File: src/hdl/dct8fi_pkg.sv
// Shared constants, opcode codes and coefficient rounding for the 8-point DCT pipeline.
package dct8fi_pkg;

  typedef enum logic {
    OP_FWD = 1'b0,
    OP_INV = 1'b1
  } op_t;

  localparam int GUARD_BITS = 8;
  localparam int NUM_LANES  = 8;

  localparam longint K_ONE   = 64'sd1073741824;
  localparam longint K_SQRT2 = 64'sd1518500250;
  localparam longint K_S8_0  = 64'sd547388835;
  localparam longint K_S8_1  = 64'sd645689156;
  localparam longint K_S8_2  = 64'sd966342111;
  localparam longint K_S8_3  = 64'sd2751909508;
  localparam longint K_S4_0  = 64'sd581104888;
  localparam longint K_S4_1  = 64'sd1402911339;

  function automatic longint cq(longint k, int e, int f);
    longint r;
    r = (k + (longint'(1) << (29 - f + e))) >>> (30 - f + e);
    return r;
  endfunction

endpackage

File: src/hdl/dct8fi_rmul.sv
// Signed multiply by a fixed-point coefficient, rounded to nearest with halves up.
module dct8fi_rmul
  import dct8fi_pkg::*;
#(
  parameter int DW = 24,
  parameter int CW = 17,
  parameter int F  = 14
) (
  input  logic signed [DW-1:0] x,
  input  logic signed [CW-1:0] c,
  output logic signed [DW-1:0] y
);

  localparam int PW = DW + CW;
  localparam logic signed [PW-1:0] RND = {{(PW-F){1'b0}}, 1'b1, {(F-1){1'b0}}};

  logic signed [PW-1:0] prod;
  logic signed [PW-1:0] sum;

  assign prod = PW'(x) * PW'(c);
  assign sum  = prod + RND;
  assign y    = signed'(sum[F +: DW]);

endmodule

File: config.mk
export PLATFORM = sky130hd
export DESIGN_NAME = dct8fi_rmul
export DESIGN_NICKNAME = d
export VERILOG_FILES = /design/src/hdl/dct8fi_pkg.sv /design/src/hdl/dct8fi_rmul.sv
export SDC_FILE = /design/constraint.sdc
export NUM_CORES = 1
export LEC_CHECK = 0
export ABC_AREA = 1
export BUFFER_PORTS_ARGS = -buffer_cell sky130_fd_sc_hd__buf_2
export CAP_MARGIN = 10
export CORE_ASPECT_RATIO = 1.2
export CORE_MARGIN = 3
export CORE_UTILIZATION = 40
export DETAILED_ROUTE_END_ITERATION = 12
export GPL_TIMING_DRIVEN = 0
export PLACE_DENSITY = 0.56
export SETUP_SLACK_MARGIN = 0.4
export SYNTH_ARGS = -nofsm -noshare
export SYNTH_HDL_FRONTEND = slang
export SYNTH_SLANG_ARGS = --single-unit
File: constraint.sdc
create_clock -name vclk -period 9.6
set_input_delay 0.48 -clock vclk [all_inputs]
set_output_delay 0.48 -clock vclk [all_outputs]
set_load 0.02 [all_outputs]
==> flow_summary.rst <==
.. list-table::
   :header-rows: 1

   * - Metric
     - Value
   * - CP max FO
     - 10
   * - Layout fillers
     - 3,684
   * - Final hold violations
     - 0
   * - Sequential Area
     - 0 um2
   * - Slew @ Worst Pin
     - 0.7620 ns
   * - Depth of the worst hold-timing path
     - 8
   * - Post-route antenna net violation count
     - 0
   * - Critical path data required time
     - 9.12 ns
   * - DIE WIDTH
     - 180.1 um
   * - Total negative setup slack
     - 0 ns
   * - Gate family responsible for the most delay along the worst path
     - adder cells
   * - Setup repair bufs after CTS
     - 0
   * - Setup repair after global routing missed its margin
     - no
   * - Sequential fraction of the synthesis area
     - 0%
   * - Synth top area share
     - 52.02%
   * - Crit. End Element
     - output pin
   * - Number of distinct standard cells referenced by the synthesized netlist
     - 32
   * - Maximum frequency from static timing analysis
     - 137.1 MHz
   * - Max-capacitance violation count
     - 0
   * - Largest stage delay on the critical path
     - 0.60 ns
   * - Number of detailed-route iterations in the first pass
     - 6
   * - Hold/Removal Path Class
     - primary input to output pin
   * - Top post-synthesis cells by area
     - fa_1, inv_1, nand2_1, ha_1, clkbuf_1
   * - Final setup violation count
     - 0
   * - Arrival time of data at the critical path endpoint
     - 6.81 ns
   * - Post-detailed-route DRC marker count
     - 0
   * - Antenna violations before repair
     - 0
   * - Post-Synthesis Mean Instance Area
     - 7.561 um2
   * - Combined global-route utilization of all metal layers
     - 22.87%
   * - Detail-routed via count per cell
     - 4.876
   * - Worst rel slew slack
     - 49.05%
   * - Share of cells above drive strength 1
     - 3.660%
   * - Diodes inserted
     - 0
   * - Path type of the worst setup path
     - primary input to output pin
   * - Half-perimeter wire length after placement
     - 39.14 mm
   * - Mapped Area
     - 14,550 um2
   * - First-pass GRT wire length
     - 68.84 mm
   * - Total number of sequential cells
     - 0
   * - Hold wc startpoint
     - c[2]
   * - Multi-input logic area
     - 11,930 um2
   * - Highest-delay cell along the critical path
     - clkbuf_1
   * - Vias in the first global route
     - 12,480
   * - YS warnings
     - 0
   * - Final critical path time including I/O delays and setup
     - 7.294 ns
   * - Std cell rows
     - 75
   * - Mean routed wirelength per cell
     - 18.11 um
   * - Total of hold buffers inserted after clock tree synthesis
     - 0
   * - Synthesized instance count
     - 1,924
   * - Run status
     - finished, final reports clean
   * - Ratio of final minimum period to clock period
     - 75.98%
   * - CP Launch Type
     - primary input
   * - Area growth syn-to-layout
     - 5.453%
   * - DRC violation total after the first TritonRoute iteration
     - 629
   * - Die ar.
     - 38,700 um2
   * - Layout net count
     - 2,478
   * - CP most frequent cell
     - nand2_1
   * - Commonest non-fill, non-tap cell in the layout
     - inv_1
   * - Routed WL
     - 44.00 mm
   * - Input/output buffers
     - 43
   * - Congestion Overflow GR
     - 0
   * - Initial Util
     - 41.12%
   * - Final weighted congestion of routability-driven global placement
     - 0.9288
   * - Clock buffer count
     - 0
   * - Count of buffer and inverter cells on the critical path
     - 8
   * - Pin count of the biggest net entering global routing
     - 11
   * - Highest-count cells in the layout ignoring fill and taps
     - inv_1, nand2_1, fa_1
   * - Overall die height
     - 214.9 um
   * - Final Slew Violations
     - 0
   * - Hold-critical path endpoint
     - y[7]
   * - CORE AREA
     - 35,380 um2
   * - # IOs
     - 65
   * - Post-synthesis cell type with the largest combined area
     - fa_1
   * - Routed via count
     - 11,840
   * - Net count after synthesis
     - 2,433
   * - Post-cts resize count
     - 0
[stage by stage]
step / std cells / hold WS (ns) / cell area, um2 / setup slack, ns / util (%)
5_1_grt: 2429 / 1.949 / 15340 / 2.033 / 43.36
6_report: 2429 / 1.911 / 15340 / 2.306 / 43.36
4_1_cts: 2429 / 1.913 / 15340 / 2.325 / 43.36
2_1_floorplan: 1924 / 1.472 / 14550 / 3.458 / -
3_5_place_dp: 2429 / 1.913 / 15340 / 2.363 / 43.36
3_3_place_gp: 2429 / 1.882 / 15340 / 2.416 / 43.36
[worst max-delay path by stage]
stage,start,end,slack (ns),cells past startpoint
detailed placement,x[14],y[19],2.36,24
CTS,x[5],y[21],2.33,28
floorplan,x[10],y[18],3.46,22
global placement,x[5],y[21],2.42,25
global route,x[5],y[21],2.03,28
finish,x[5],y[21],2.31,26
[final cells by class]
type	count	share of cell area [%]
plain buffers	80	1.966
inverters	616	15.07
multi-input cells	1228	77.79
well taps	462	3.768
repair buffers	43	1.403
[synth_stat cells (2+ instances only)]
master / count
nand2_1: 526
xnor2_1: 8
nor3_1: 6
o21bai_1: 6
fa_1: 378
ha_1: 90
inv_1: 609
or2_2: 7
a31oi_1: 2
nor4_1: 2
nor2_2: 2
nand3b_1: 3
nand4_1: 2
nor2_1: 75
o21ai_1: 8
xor2_1: 18
nor3_2: 2
clkbuf_1: 78
nand3_1: 25
o21ai_0: 11
inv_2: 7
nand2b_1: 2
nand2_2: 8
a21o_1: 4
a21oi_1: 38
[routing by layer]
layer  share of wire, %  wire length (um)  vias to the layer above  GRT usage [%]
met4                5.1              2245                        0          9.009
met1                 38             16540                     6001          28.00
li1                   -                 -                     5399              -
met3                5.1              2233                       98          1.776
met5                  0                 0                        -              0
met2                 52             22980                      346          41.89
[cells by family after synthesis]
kind of cell,count (synthesis),synth area share (%)
simple gates,661,17.93
fa+ha+maj,468,59.76
buf+inv,696,17.97
compound gates,73,2.778
xor+xnor,26,1.565
Power is left out: the tool's default activity adds up to more than one toggle a clock period on the data nets, which glitch-free logic cannot reach.
